## src/design/csr_sparse_matvec_top_macros.svh

```systemverilog
// Assertion helpers shared by the sparse matrix block.
`ifndef CSR_SPARSE_MATVEC_TOP_MACROS_SVH
`define CSR_SPARSE_MATVEC_TOP_MACROS_SVH

// Condition that holds at every clock edge out of reset.
`define CSM_ASSERT_ALWAYS(lbl, cond, msg) \
    lbl: assert property (@(posedge clk) disable iff (!rst_n) (cond)) else $error(msg);

// Same-cycle implication.
`define CSM_ASSERT_IMPLY(lbl, ante, cons, msg) \
    lbl: assert property (@(posedge clk) disable iff (!rst_n) (ante) |-> (cons)) else $error(msg);

// Next-cycle implication.
`define CSM_ASSERT_NEXT(lbl, ante, cons, msg) \
    lbl: assert property (@(posedge clk) disable iff (!rst_n) (ante) |=> (cons)) else $error(msg);

`endif

```

## src/design/csm_pkg.sv

```systemverilog
package csm_pkg;

    localparam int COL_W     = 7;
    localparam int ROW_W     = 7;
    localparam int VAL_W     = 32;
    localparam int CFG_W     = 7;
    localparam int CFG_IDX_W = 2;
    localparam int CNT_OUT_W = 9;

    localparam logic [CFG_IDX_W-1:0] CFG_ROW_COUNT = 2'd0;
    localparam logic [CFG_IDX_W-1:0] CFG_COL_COUNT = 2'd1;

    typedef enum logic [1:0] {
        OP_ADD = 2'd0,
        OP_VEC = 2'd1,
        OP_MUL = 2'd2,
        OP_CLR = 2'd3
    } op_t;

    typedef enum logic [1:0] {
        STS_OK   = 2'd0,
        STS_OOB  = 2'd1,
        STS_FULL = 2'd2
    } status_t;

    typedef enum logic [4:0] {
        S_IDLE,
        S_DECODE,
        S_OFF_HI,
        S_OFF_END,
        S_SRCH_RD,
        S_SRCH_CMP,
        S_INS_CHK,
        S_SHIFT_RD,
        S_SHIFT_WR,
        S_PLACE,
        S_INC_RD,
        S_INC_WR,
        S_PR_RD,
        S_PR_ENT,
        S_PR_VEC,
        S_PR_ACC,
        S_DONE
    } state_t;

    typedef struct packed {
        logic    load;
        logic    off_rd_lo;
        logic    off_rd_hi;
        logic    cap_begin;
        logic    cap_end;
        logic    pos_inc;
        logic    merge_wr;
        logic    shift_init;
        logic    shift_rd;
        logic    shift_wr;
        logic    place_wr;
        logic    inc_wr;
        logic    pr_ent_rd;
        logic    pr_vec_rd;
        logic    pr_mul;
        logic    pr_acc;
        logic    vec_wr;
        logic    clr;
        logic    set_status;
        status_t status_code;
        logic    respond;
    } cmd_t;

    typedef struct packed {
        op_t  op;
        logic row_ok;
        logic col_ok;
        logic pos_lt_end;
        logic col_lt;
        logic col_eq;
        logic full;
        logic k_gt_pos;
        logic i_le_max;
        logic k_lt_end;
    } stat_t;

endpackage

```

## src/design/csm_ctrl.sv

```systemverilog
module csm_ctrl (
    input  logic           clk,
    input  logic           rst_n,
    input  logic           start,
    output logic           busy,
    input  csm_pkg::stat_t stat,
    output csm_pkg::cmd_t  cmd
);

    csm_pkg::state_t state_reg;
    csm_pkg::state_t state_next;

    always_ff @(posedge clk or negedge rst_n)
    begin
        if (!rst_n)
        begin
            state_reg <= csm_pkg::S_IDLE;
        end
        else
        begin
            state_reg <= state_next;
        end
    end

    always_comb
    begin
        state_next = state_reg;
        case (state_reg)
            csm_pkg::S_IDLE:
            begin
                if (start)
                begin
                    state_next = csm_pkg::S_DECODE;
                end
            end
            csm_pkg::S_DECODE:
            begin
                case (stat.op)
                    csm_pkg::OP_ADD:
                    begin
                        state_next = (stat.row_ok && stat.col_ok) ? csm_pkg::S_OFF_HI
                                                                  : csm_pkg::S_DONE;
                    end
                    csm_pkg::OP_MUL:
                    begin
                        state_next = stat.row_ok ? csm_pkg::S_OFF_HI : csm_pkg::S_DONE;
                    end
                    default:
                    begin
                        state_next = csm_pkg::S_DONE;
                    end
                endcase
            end
            csm_pkg::S_OFF_HI:   state_next = csm_pkg::S_OFF_END;
            csm_pkg::S_OFF_END:
            begin
                state_next = (stat.op == csm_pkg::OP_ADD) ? csm_pkg::S_SRCH_RD
                                                          : csm_pkg::S_PR_RD;
            end
            csm_pkg::S_SRCH_RD:
            begin
                state_next = stat.pos_lt_end ? csm_pkg::S_SRCH_CMP : csm_pkg::S_INS_CHK;
            end
            csm_pkg::S_SRCH_CMP:
            begin
                if (stat.col_lt)
                begin
                    state_next = csm_pkg::S_SRCH_RD;
                end
                else if (stat.col_eq)
                begin
                    state_next = csm_pkg::S_DONE;
                end
                else
                begin
                    state_next = csm_pkg::S_INS_CHK;
                end
            end
            csm_pkg::S_INS_CHK:
            begin
                state_next = stat.full ? csm_pkg::S_DONE : csm_pkg::S_SHIFT_RD;
            end
            csm_pkg::S_SHIFT_RD:
            begin
                state_next = stat.k_gt_pos ? csm_pkg::S_SHIFT_WR : csm_pkg::S_PLACE;
            end
            csm_pkg::S_SHIFT_WR: state_next = csm_pkg::S_SHIFT_RD;
            csm_pkg::S_PLACE:    state_next = csm_pkg::S_INC_RD;
            csm_pkg::S_INC_RD:
            begin
                state_next = stat.i_le_max ? csm_pkg::S_INC_WR : csm_pkg::S_DONE;
            end
            csm_pkg::S_INC_WR:   state_next = csm_pkg::S_INC_RD;
            csm_pkg::S_PR_RD:
            begin
                state_next = stat.k_lt_end ? csm_pkg::S_PR_ENT : csm_pkg::S_DONE;
            end
            csm_pkg::S_PR_ENT:   state_next = csm_pkg::S_PR_VEC;
            csm_pkg::S_PR_VEC:   state_next = csm_pkg::S_PR_ACC;
            csm_pkg::S_PR_ACC:   state_next = csm_pkg::S_PR_RD;
            csm_pkg::S_DONE:     state_next = csm_pkg::S_IDLE;
            default:             state_next = csm_pkg::S_IDLE;
        endcase
    end

    always_comb
    begin
        cmd             = '0;
        cmd.status_code = csm_pkg::STS_OK;
        case (state_reg)
            csm_pkg::S_IDLE:
            begin
                cmd.load = start;
            end
            csm_pkg::S_DECODE:
            begin
                case (stat.op)
                    csm_pkg::OP_ADD:
                    begin
                        if (stat.row_ok && stat.col_ok)
                        begin
                            cmd.off_rd_lo = 1'b1;
                        end
                        else
                        begin
                            cmd.set_status  = 1'b1;
                            cmd.status_code = csm_pkg::STS_OOB;
                        end
                    end
                    csm_pkg::OP_MUL:
                    begin
                        if (stat.row_ok)
                        begin
                            cmd.off_rd_lo = 1'b1;
                        end
                        else
                        begin
                            cmd.set_status  = 1'b1;
                            cmd.status_code = csm_pkg::STS_OOB;
                        end
                    end
                    csm_pkg::OP_VEC:
                    begin
                        if (stat.col_ok)
                        begin
                            cmd.vec_wr = 1'b1;
                        end
                        else
                        begin
                            cmd.set_status  = 1'b1;
                            cmd.status_code = csm_pkg::STS_OOB;
                        end
                    end
                    default:
                    begin
                        cmd.clr = 1'b1;
                    end
                endcase
            end
            csm_pkg::S_OFF_HI:
            begin
                cmd.cap_begin = 1'b1;
                cmd.off_rd_hi = 1'b1;
            end
            csm_pkg::S_OFF_END:
            begin
                cmd.cap_end = 1'b1;
            end
            csm_pkg::S_SRCH_CMP:
            begin
                cmd.pos_inc  = stat.col_lt;
                cmd.merge_wr = !stat.col_lt && stat.col_eq;
            end
            csm_pkg::S_INS_CHK:
            begin
                if (stat.full)
                begin
                    cmd.set_status  = 1'b1;
                    cmd.status_code = csm_pkg::STS_FULL;
                end
                else
                begin
                    cmd.shift_init = 1'b1;
                end
            end
            csm_pkg::S_SHIFT_RD:
            begin
                cmd.shift_rd = stat.k_gt_pos;
            end
            csm_pkg::S_SHIFT_WR:
            begin
                cmd.shift_wr = 1'b1;
            end
            csm_pkg::S_PLACE:
            begin
                cmd.place_wr = 1'b1;
            end
            csm_pkg::S_INC_WR:
            begin
                cmd.inc_wr = 1'b1;
            end
            csm_pkg::S_PR_RD:
            begin
                cmd.pr_ent_rd = stat.k_lt_end;
            end
            csm_pkg::S_PR_ENT:
            begin
                cmd.pr_vec_rd = 1'b1;
            end
            csm_pkg::S_PR_VEC:
            begin
                cmd.pr_mul = 1'b1;
            end
            csm_pkg::S_PR_ACC:
            begin
                cmd.pr_acc = 1'b1;
            end
            csm_pkg::S_DONE:
            begin
                cmd.respond = 1'b1;
            end
            default:
            begin
                cmd.respond = 1'b0;
            end
        endcase
    end

    assign busy = (state_reg != csm_pkg::S_IDLE);

endmodule

```

## config.mk

```make
export PLATFORM = sky130hd
export DESIGN_NAME = csm_ctrl
export DESIGN_NICKNAME = d
export VERILOG_FILES = /design/src/design/csr_sparse_matvec_top_macros.svh /design/src/design/csm_pkg.sv /design/src/design/csm_ctrl.sv
export SDC_FILE = /design/constraint.sdc
export NUM_CORES = 1
export LEC_CHECK = 0
export ABC_CLOCK_PERIOD_IN_PS = 1700
export BUFFER_PORTS_ARGS = -buffer_cell sky130_fd_sc_hd__buf_2
export CAP_MARGIN = 15
export CORE_ASPECT_RATIO = 0.75
export CORE_UTILIZATION = 30
export DETAILED_ROUTE_END_ITERATION = 12
export MAX_ROUTING_LAYER = met4
export PLACE_DENSITY = 0.54
export SETUP_SLACK_MARGIN = 0.02
export SKIP_CTS_REPAIR_TIMING = 1
export SYNTH_ARGS = -nofsm -noshare
export SYNTH_HDL_FRONTEND = slang
export SYNTH_SLANG_ARGS = --single-unit
```

## constraint.sdc

```tcl
create_clock -name clk -period 1.7 [get_ports clk]
set_clock_uncertainty 0.1 [all_clocks]
set_input_delay 0 -clock clk [delete_from_list [all_inputs] [get_ports clk]]
set_output_delay 0 -clock clk [all_outputs]
set_load 0.05 [all_outputs]
```

==> out/summary.md, run 1 <==
The run gives 1 as the H-tree depth. The number of global-route vias before repair is 799, and the worst-margin pin slew is 252 ps. Maximum number of buffers from clock root to sink: 2. The analysis attributes to cell leakage a power of 0.568 nW.

The checks that failed: hold timing, setup timing. The worst setup path is of the register to output pin kind. The worst setup path is captured at an output pin.

Entering global routing, the biggest net connects 13 pins. Routability-driven placement finished with a final weighted congestion of 0.853. The number of antenna violations at the first check in global routing is 0, and the final period utilization is 103%. The worst pin sits at a relative slew slack of 83.2%. The logs give 610 uV for the worst IR drop on VDD and 1940 um for the placed wire-length estimate. The number of hold violations in the final report is 1.

In the routed layout, each cell is associated on average with a via count of 5.33. The final critical delay including setup and external delays came out at 1740 ps. The tools report the net total in the final layout as 166.

The logs give 4 for the length of the first detailed-routing pass in iterations and 0 for the global-route congestion overflow total. The fraction of final layout cells with drive strength greater than 1 was 53.0%; the wire length of the first global-routing pass was 3600 um. With fillers left out, the area of the finished cells amounts to 1220 um2. sky130_fd_sc_hd__nor2_1 is the most common cell in the netlist. The critical path goes through or3_4 > nor2_4 > o21a_4 > or2_4 > buf_8. The tools report the worst hold slack after final layout as -17.7 ps. From left edge to right edge, the die measures 57.0 um. The tools report the count of pins over their slew limit as 0.

The switching part of the total power works out to 52.9%. The clock root buffer master was sky130_fd_sc_hd__clkbuf_4. The number of remaining DRC errors came out at 0.

For the cell count after synthesis, the log shows 97. By count the netlist is led by sky130_fd_sc_hd__nor2_1 (22), sky130_fd_sc_hd__dfrtp_1 (5), sky130_fd_sc_hd__nand2_1 (5). The startpoint identified for the worst hold timing path is stat[9]. Detailed routing inserted a total of 932 vias. The floorplan has 14 rows. The flip-flop count of the largest register after layout works out to 5.

The count of different cell masters after synthesis was 39; the number of cells after detailed placement was 166. The tools report the sink of the worst hold path as state_reg[3]. A synthesized cell averages 7.00 um2.

The tools report the reg-to-reg endpoint as state_reg[1]. Of all nets on the critical path, the largest fanout is 7. The number of cells on the worst reg-to-reg path is 5.

Setup repair after global routing could not meet its margin everywhere. Counting flops with a built-in enable in the synthesized netlist gives 0. The net switching power figure is 1.16 mW, and the core area is 2070 um2. For this design, the slowest cell found on the critical path is sky130_fd_sc_hd__dfrtp_2. Counting instances, the worst hold path has a depth of 3. The clock network burns 6.2% of the power.

Timing would allow up to 0.573 GHz. Total power for the finished layout comes to 2.20 mW. The synthesis-to-finish area growth works out to 79.7%. The worst min-delay path class was input pin to register. The tools report the number of diodes added for antenna fixing as 0. The filler cells instantiated in the layout total 193. The placement-stage cell area was 1020 um2; the reg2reg setup slack was 60 ps. In this run, flip-flops and latches consume 12.9% of the power.

Combinational logic burns 80.9% of the power. The area share of the largest cell type after synthesis was 18.4%; the number of buffers created by CTS was 3. The launch instance of the worst register-to-register path is state_reg[1]. Of all flip-flops after synthesis, the portion carrying an async set or reset was 100%. Sorting the synthesized cells by area gives the leading types as sky130_fd_sc_hd__dfrtp_1 (18%), sky130_fd_sc_hd__nor2_1 (12%), sky130_fd_sc_hd__nand3b_1 (4.4%), sky130_fd_sc_hd__and3_1 (3.7%), sky130_fd_sc_hd__nand2b_1 (3.7%). Among all flip-flop cells after synthesis, the most frequent one is sky130_fd_sc_hd__dfrtp_1. The summed instance area of the synthesized netlist is 679 um2, and the clock input transition at the sequential cells of the worst setup and hold paths is 40 ps. STA classifies the critical path startpoint as a register. For the total routing resource utilization after global routing, the log shows 19.6%. Of all cell types, the one taking the most synthesized area is sky130_fd_sc_hd__dfrtp_1.

The number of DRC violations after detailed-routing iteration 0 is 30. The biggest cell delay along the critical path was 450 ps; the initial core utilization was 32.9%. The clock reaches the later pin of the worst-skew pair after 240 ps. Summing all flip-flop and latch instances after layout gives 130 um2.

TritonCTS built the clock tree. Quantity of I/O buffers inserted on ports: 36. The clock net in this run drives a total of 5 sinks. In the final routed layout, each cell accounts on average for 14.2 um. The vertical die dimension works out to 43.2 um. The die covers 2460 um2.

In this run the remaining antenna-violating nets after routing total 0. The tools report the arrival time of data at the critical path endpoint as 1640 ps. The flow ran to the end, but the final reports show violations. The tool flagged a number of max-cap violations equal to 0. Final cell count without fillers: 175. Dividing total power by cell area gives a power density of 1800 nW/um2. Counting every net in the synthesized netlist gives 111. The run gives 0 as the count of warnings emitted by yosys. The multi-input logic area is 594 um2, and the top-level I/O count is 37. Internal portion of total power: 1.04 mW. The minimum setup slack in the final design was -44.0 ps. The synthesized design contains 5 register bits. Data on the critical path is required at its endpoint by 1600 ps. The final wirelength came out at 2480 um. The register area share after synthesis is 18.4%. Setup violations remaining at the end of the flow were counted as 5.
==> per-layer routing <==
layer	track usage [%]	part of all wire (%)	vias to the layer above
met1	28.7	50	445
met4	2.93	0.77	0
li1	-	-	458
met3	2.74	5.2	2
met5	-	0	-
met2	28.9	44	27
==> how the worst max path moves through the flow <==
stage / from / endpoint / slack [ps] / cells past startpoint
after floorplan: state_reg[2] / cmd[19] / -70 / 3
after global placement: state_reg[1] / cmd[3] / 40 / 5
after detailed placement: state_reg[3] / cmd[3] / 30 / 5
after CTS: state_reg[3] / cmd[3] / -240 / 5
after global routing: state_reg[3] / cmd[3] / -90 / 5
final: state_reg[3] / cmd[3] / -40 / 5
==> stage by stage <==
| step | util [%] | worst slack (ps) | setup TNS, ps |
|---|---|---|---|
| finish | 59.1 | -44.0 | -144 |
| global route | 59.1 | -87.2 | -473 |
| CTS | 50.7 | -242 | -1150 |
| detailed placement | 49.4 | 26.6 | 0 |
| global placement | 49.4 | 43.0 | 0 |
| floorplan | - | -71.7 | -193 |
==> cells in the final DEF (no fill, tap or decap), drive strengths merged <==
| master | count |
|---|---|
| buf | 51 |
| o21ai | 4 |
| nand2b | 4 |
| or2b | 1 |
| or4 | 1 |
| and2b | 2 |
| a31oi | 2 |
| a21oi | 3 |
| o211ai | 1 |
| o221ai | 1 |
| and3 | 4 |
| inv | 2 |
| a221o | 1 |
| dlygate4sd3 | 3 |
| dfrtp | 5 |
| a31o | 1 |
| nor2 | 22 |
| nand3b | 4 |
| clkbuf | 7 |
| a211oi | 1 |
| nor3b | 4 |
| and2 | 1 |
| nand3 | 3 |
| or2 | 3 |
| nand2 | 5 |
| a32o | 2 |
| nor2b | 2 |
| nor3 | 3 |
| and4b | 2 |
| or3 | 1 |
| or3b | 2 |
| o22ai | 1 |
| and4 | 1 |
| o21a | 1 |
==> cells by family (layout without fill, tap and decap cells) <==
logic type	Yosys count	in the layout	share of synthesized area, %
buf+inv	9	63	7.92
flops	5	5	18.4
simple gates	65	65	54.7
compound gates	18	18	19.0
==> area by class of cell <==
cell class / count / share of cell area, %
Timing Repair Buffer: 57 / 35.5
Multi-Input combinational cell: 83 / 48.7
Tap cell: 24 / 2.46
Sequential cell: 5 / 10.7
Clock buffer: 4 / 2.15
Inverter: 2 / 0.615
==> critical path: cells and delay by family (launching register included) <==
family / cells / cell delay [ps]
flip-flops: 1 / 450
buffers and inverters: 1 / 130
AND/OR/NAND/NOR: 3 / 680
AO/OA/AOI/OAI: 1 / 150
==> power by group through the flow <==
stage	clock network [mW]	logic (mW)	registers, mW
6_report	0.137	1.78	0.283
5_1_grt	0.148	1.89	0.290
4_1_cts	0.141	1.55	0.257
3_5_place_dp	0	1.54	0.257
3_3_place_gp	0	1.55	0.261
2_1_floorplan	0	1.12	0.218
Note: power is estimated with default switching activity, not from simulation.
==> run 2: changes to the inputs <==
--- a/config.mk
+++ b/config.mk
@@ -8,11 +8,13 @@
 export ABC_CLOCK_PERIOD_IN_PS = 1700
 export BUFFER_PORTS_ARGS = -buffer_cell sky130_fd_sc_hd__buf_2
 export CAP_MARGIN = 15
+export CELL_PAD_IN_SITES_DETAIL_PLACEMENT = 1
+export CELL_PAD_IN_SITES_GLOBAL_PLACEMENT = 1
 export CORE_ASPECT_RATIO = 0.75
-export CORE_UTILIZATION = 30
+export CORE_UTILIZATION = 29
 export DETAILED_ROUTE_END_ITERATION = 12
 export MAX_ROUTING_LAYER = met4
-export PLACE_DENSITY = 0.54
+export PLACE_DENSITY = 0.74
 export SETUP_SLACK_MARGIN = 0.02
 export SKIP_CTS_REPAIR_TIMING = 1
 export SYNTH_ARGS = -nofsm -noshare
==> run 2 against run 1 <==
Against the previous run: the run ends with setup timing left; register-to-register slack worse by 60 ps; combinational power is 4% higher; die area is 3.3% higher; via count is 8.5% higher; clock power is 15% higher; setup slack worse by 61 ps; hold slack better by 110 ps; non-clock buffer count is 1 higher; sequential power is 7.4% lower; utilization is 0.44 points higher; final area is 2.5% higher; critical endpoint is now cmd[20].
==> out/summary.md, run 2 (synthesis gave the netlist of run 1 again) <==
The number of buffers created by CTS is 3 (unchanged), and the vertical die dimension is 43.9 um (was 43.2 um). The slowest cell on the critical path was sky130_fd_sc_hd__dfrtp_1 (was sky130_fd_sc_hd__dfrtp_2). The leading cell type in the layout, fill and taps excluded was sky130_fd_sc_hd__buf_4 (was sky130_fd_sc_hd__buf_2). The logs give 270 ps (was 240 ps) for the worst-skew pair later-pin latency and 56 (was 30) for the number of DRC violations after detailed-routing iteration 0. The detailed-route wire length per cell is 20.5 um (was 14.2 um). The worst min-delay path class was input pin to register (unchanged). The count of pins over their slew limit was 0 (unchanged); the number of maximum-capacitance violations was 0 (unchanged). The number of diodes added for antenna fixing is 0 (unchanged). Arrival time of data at the critical path endpoint: 1710 ps (was 1640 ps).

Violations in the final reports: setup timing (was hold timing, setup timing). TritonCTS built the clock tree. The net total in the final layout is 167 (was 166), and the final period utilization is 106% (was 103%). The worst IR drop on VDD came out at 669 uV (was 610 uV). Quantity of I/O buffers inserted on ports: 36 (unchanged). Crit-path cells: or3_4 > buf_4 > nor3_4 > buf_6 (was or3_4 > nor2_4 > o21a_4 > or2_4 > buf_8).

The length of the first detailed-routing pass in iterations was 4 (unchanged). For the wire length of the first global-routing pass, the log shows 4240 um (was 3600 um). Most frequent cells in the layout: sky130_fd_sc_hd__buf_4 (19), sky130_fd_sc_hd__nor2_1 (18), sky130_fd_sc_hd__buf_2 (17) (was sky130_fd_sc_hd__buf_2 (22), sky130_fd_sc_hd__buf_4 (18), sky130_fd_sc_hd__nor2_1 (17)). The tools report the maximum number of buffers from clock root to sink as 2 (unchanged). Critical path launch point type: a register (unchanged). The initial core utilization is 32.3% (was 32.9%), and the minimum setup slack in the final design is -105 ps (was -44.0 ps). The flip-flop count of the largest register after layout works out to 5 (unchanged). The power density relative to cell area was 1830 nW/um2 (was 1800 nW/um2); the fraction of final layout cells with drive strength greater than 1 was 50.0% (was 53.0%).

Setup repair after global routing could not meet its margin everywhere. The type of the worst setup path was register to output pin (unchanged). The final critical delay including setup and external delays works out to 1810 ps (was 1740 ps). The final wirelength was 3600 um (was 2480 um); the top fanout value on the critical path was 5 (was 7). The logs give 1600 ps (about the same) for the required time reported for the critical path endpoint and 0.570 nW (was 0.568 nW) for the reported leakage power. Kind of cell with the highest combined delay on the critical path: simple AND/OR/NAND/NOR gates (unchanged). For the global-route congestion overflow total, the log shows 0 (unchanged). The logs give 251 (was 193) for the number of inserted filler cells in the final layout and 14 (unchanged) for the cell row count.

The tools report the clock root buffer master as sky130_fd_sc_hd__clkbuf_4 (unchanged). The number of antenna violations at the first check in global routing was 0 (unchanged). The logs give 5 (unchanged) for the number of clock sinks and 0.554 GHz (was 0.573 GHz) for the fmax. The hold-critical path depth was 4 (was 3).

The run gives 0 (unchanged) as the number of remaining DRC errors. The top-level I/O count is 37 (unchanged), and the logic depth of the worst path, buffers included is 4 (was 5). For the fraction of the core area covered by cells at the end of the flow, the log shows 59.5% (was 59.1%). The number of global-route vias before repair was 867 (was 799). The width of the die works out to 57.9 um (was 57.0 um). The setup TNS after final layout is -675 ps (was -144 ps), and the number of buffers and inverters on the critical path is 2 (was 1). The run finished, with violations left.

The tools report the final RePlAce weighted congestion as 0.958 (was 0.853). The worst-margin pin slew was 365 ps (was 252 ps); the maximum number of pins on one net before global-route repair was 14 (was 13). The biggest cell delay along the critical path is 450 ps (about the same), and the worst-case headroom to the max-slew limit is 75.7% (was 83.2%). The tools report the count of nets left with antenna violations after detail routing as 0 (unchanged). For the total via count after detailed routing, the log shows 1011 (was 932).

The logs give 2100 um2 (was 2070 um2) for the core area and 2540 um2 (was 2460 um2) for the die area. The count of cells along the worst register-to-register path is 4 (was 5). The element type at the critical path end is an output pin (unchanged). The synthesis-to-finish area growth was 84.2% (was 79.7%); the ratio of routed vias to standard cells was 5.74 (was 5.33).

The H-tree depth was 1 (unchanged); the placed wire-length estimate was 2290 um (was 1940 um). Total routing resource utilization after global routing: 23.9% (was 19.6%). The total setup violations reported at the end of the flow is 13 (was 5).

The number of hold violations in the final report came out at 0 (was 1). The clock input transition at the sequential cells of the worst setup and hold paths is 50 ps (was 40 ps).
-- run 2: path summary, 6_finish.rpt --
kind / to / slack (ps) / startpoint
max: cmd[20] / -110 / state_reg[3]
min: state_reg[4] / 90 / stat[4]
max reg2reg: state_reg[1] / 0 / state_reg[2]
min reg2reg: state_reg[0] / 580 / state_reg[0]
max in group asynchronous: state_reg[0] / 240 / rst_n
min in group asynchronous: state_reg[3] / 510 / rst_n
-- run 2: final cells by class --
type	instances	area [um2]	area share [%]
multi-input cells	83	597	47.7
repair buffers	58	463	37.0
flip-flops and latches	5	128	10.2
well taps	24	30.0	2.40
clock buffers	4	26.3	2.10
inverters	2	7.51	0.600
-- run 2: metal layers --
metal / vias to the layer above / track usage [%] / routed length, um
li1: 460 / - / -
met1: 492 / 31.7 / 1560
met2: 42 / 37.0 / 1670
met3: 17 / 5.37 / 217
met4: 0 / 5.71 / 156
met5: - / - / 0
-- run 2: worst min-delay path, cell delays in order --
cell                       delay, ps
sky130_fd_sc_hd__buf_2            90
sky130_fd_sc_hd__nand2b_1        100
sky130_fd_sc_hd__nor2_4          120
sky130_fd_sc_hd__a221o_1         110
-- run 2: power by group --
group          internal (mW)  switching [mW]
Clock                 0.0900          0.0683
Combinational          0.748            1.12
Sequential             0.177          0.0850
-- run 2: stage by stage --
step / total power [mW] / setup WS [ps] / cell area (um2) / hold slack [ps] / std cells
2_1_floorplan: 1.34 / -71.7 / 737 / -396 / 97
3_3_place_gp: 1.76 / 87.3 / 998 / -279 / 163
3_5_place_dp: 1.80 / 60.4 / 998 / -278 / 163
4_1_cts: 1.96 / -212 / 1020 / -553 / 167
5_1_grt: 2.39 / -140 / 1250 / 114 / 176
6_report: 2.29 / -105 / 1250 / 87.8 / 176
==> run 3: changes to the inputs <==
--- a/config.mk
+++ b/config.mk
@@ -13,7 +13,6 @@
 export CORE_ASPECT_RATIO = 0.75
 export CORE_UTILIZATION = 29
 export DETAILED_ROUTE_END_ITERATION = 12
-export MAX_ROUTING_LAYER = met4
 export PLACE_DENSITY = 0.74
 export SETUP_SLACK_MARGIN = 0.02
 export SKIP_CTS_REPAIR_TIMING = 1
==> run 3 against run 2 <==
Against the previous run: the flow finishes with violations (hold timing, setup timing); die area did not move; sequential power increased by 5%; first-iteration DRC count rose by 7.1%; routed wire length rose by 6.5%; global-route usage increased by 1.4 points; clock power down 5%; final cell count shrank 1.1%; flip-flop and latch count unchanged; register-to-register slack gained 30 ps; critical path type unchanged; critical endpoint is now cmd[5].
==> out/summary.md, run 3 (synthesis gave the netlist of run 1 again) <==
The power density relative to cell area was 1840 nW/um2 (was 1830 nW/um2). The worst-skew pair later-pin latency is 260 ps (was 270 ps), and the width of the die is 57.9 um (unchanged). Number of antenna violations at the first check in global routing: 0 (unchanged).

The flip-flop count of the largest register after layout is 5 (unchanged). The tools report the number of global-route vias before repair as 954 (was 867). The critical path launch point type is a register (unchanged). The top-level I/O count was 37 (unchanged); the final critical delay including setup and external delays was 1760 ps (was 1810 ps).

The final RePlAce weighted congestion came out at 0.906 (was 0.958). Net total in the final layout: 165 (was 167). The clock input transition at the sequential cells of the worst setup and hold paths is 50 ps (about the same), and the number of maximum-capacitance violations is 0 (unchanged).

The worst-case headroom to the max-slew limit was 80.2% (was 75.7%). Length of the first detailed-routing pass in iterations: 4 (unchanged). The synthesis-to-finish area growth is 87.1% (was 84.2%).

Worst min-delay path class: input pin to async pin (was input pin to register). The total setup violations reported at the end of the flow was 8 (was 13). The number of buffers created by CTS was 3 (unchanged); the number of hold violations in the final report was 2 (was 0). The flow ran to the end, but the final reports show violations. The top fanout value on the critical path works out to 6 (was 5).

For the cell row count, the log shows 14 (unchanged). The worst hold slack after final layout was -6.95 ps (was 87.8 ps). The run gives 1600 ps (about the same) as the required time reported for the critical path endpoint. The maximum number of pins on one net before global-route repair is 14 (unchanged). The tools report the element type at the critical path end as an output pin (unchanged). The detailed-route wire length per cell is 22.0 um (was 20.5 um). The pre-CTS setup slack came out at 48.8 ps (was 60.4 ps).

The number of clock sinks is 5 (unchanged). The count of pins over their slew limit was 0 (unchanged). The die area is 2540 um2 (unchanged).

The run gives 2 (unchanged) as the maximum number of buffers from clock root to sink. Setup TNS after final layout: -219 ps (was -675 ps). TritonCTS built the clock tree. Launch instance of the worst register-to-register path: state_reg[2] (unchanged).

The tools report the count of nets left with antenna violations after detail routing as 0 (unchanged). The final period utilization came out at 103% (was 106%). Violations in the final reports: hold timing, setup timing (was setup timing). The tools report the minimum setup slack in the final design as -56.3 ps (was -105 ps). Most frequent cells in the layout: sky130_fd_sc_hd__nor2_1 (16), sky130_fd_sc_hd__buf_4 (16), sky130_fd_sc_hd__buf_6 (15) (was sky130_fd_sc_hd__buf_4 (19), sky130_fd_sc_hd__nor2_1 (18), sky130_fd_sc_hd__buf_2 (17)). Type of the worst setup path: register to output pin (unchanged). The number of diodes added for antenna fixing was 0 (unchanged); the final wirelength was 3830 um (was 3600 um). The core area was 2100 um2 (unchanged); the arrival time of data at the critical path endpoint was 1660 ps (was 1710 ps). The total via count after detailed routing was 1004 (was 1011). The fmax was 0.569 GHz (was 0.554 GHz).

The number of DRC violations after detailed-routing iteration 0 is 60 (was 56). Reported leakage power: 0.573 nW (was 0.570 nW). The run gives 60.5% (was 59.5%) as the fraction of the core area covered by cells at the end of the flow. The initial core utilization came out at 32.3% (unchanged).

The vertical die dimension was 43.9 um (unchanged). The tools report the clock root buffer master as sky130_fd_sc_hd__clkbuf_4 (unchanged). Worst-margin pin slew: 297 ps (was 365 ps).

The fraction of final layout cells with drive strength greater than 1 came out at 52.0% (was 50.0%). The run gives 639 uV (was 669 uV) as the worst IR drop on VDD. The H-tree depth is 1 (unchanged), and the ratio of routed vias to standard cells is 5.77 (was 5.74). The worst setup path startpoint is state_reg[2] (was state_reg[3]).

For the placed wire-length estimate, the log shows 2420 um (was 2290 um). The run gives 0 (unchanged) as the global-route congestion overflow total. Setup repair after global routing could not meet its margin everywhere. The wire length of the first global-routing pass is 4690 um (was 4240 um), and the quantity of I/O buffers inserted on ports is 36 (unchanged). Number of remaining DRC errors: 0 (unchanged). The total routing resource utilization after global routing came out at 25.3% (was 23.9%).
-- run 3: cell count changes in the layout (fill, tap and decap cells not counted), moves of 2 or more --
cell / before / now
sky130_fd_sc_hd__buf_2: 17 / 14
sky130_fd_sc_hd__buf_4: 19 / 16
sky130_fd_sc_hd__nor2_2: 1 / 3
sky130_fd_sc_hd__nor2_1: 18 / 16
sky130_fd_sc_hd__buf_6: 8 / 15
sky130_fd_sc_hd__dlygate4sd3_1: 7 / 4
-- run 3: worst paths after layout --
kind | slack (ps) | to | cells past startpoint
worst max-delay path | -60 | cmd[5] | 4
worst min-delay path | -7 | state_reg[3] | 2
worst max register to register | 30 | state_reg[1] | 5
worst min register to register | 640 | state_reg[0] | 3
max in group asynchronous | 1350 | state_reg[4] | 2
min in group clk | 10 | state_reg[0] | 3
-- run 3: routing by layer --
metal  vias to the layer above  part of all wire [%]  wire (um)  track usage (%)
li1                        455                     -          -                -
met1                       489                    42       1610             32.0
met2                        56                    48       1860             42.5
met3                         4                   8.8        337             8.06
met4                         0                  0.76         29             5.24
met5                         -                     0          0                0
-- run 3: final cells by class --
type | instances | area (um2)
Fill cell | 271 | 831
Multi-Input combinational cell | 83 | 599
Timing Repair Buffer | 56 | 479
Sequential cell | 5 | 129
Tap cell | 24 | 30.0
Clock buffer | 4 | 26.3
Inverter | 2 | 7.51
-- run 3: metrics by stage --
stage	total power, mW	cell area (um2)	instances
3_5_place_dp	1.79	991	162
5_1_grt	2.46	1270	174
3_3_place_gp	1.75	991	162
2_1_floorplan	1.34	737	97
6_report	2.34	1270	174
4_1_cts	1.95	1020	166
-- run 3: power by group --
group,switching (mW),internal [mW],total (mW)
registers,0.0957,0.180,0.275
clock network,0.0609,0.0895,0.150
logic,1.13,0.783,1.91
total,1.29,1.05,2.34
-- run 3: worst max-delay path, cell delays in order, from the launching register on --
cell and delay, ps:
sky130_fd_sc_hd__dfrtp_2 440, sky130_fd_sc_hd__or3_4 420, sky130_fd_sc_hd__nor2_4 130, sky130_fd_sc_hd__and4b_1 230
sky130_fd_sc_hd__buf_6 160
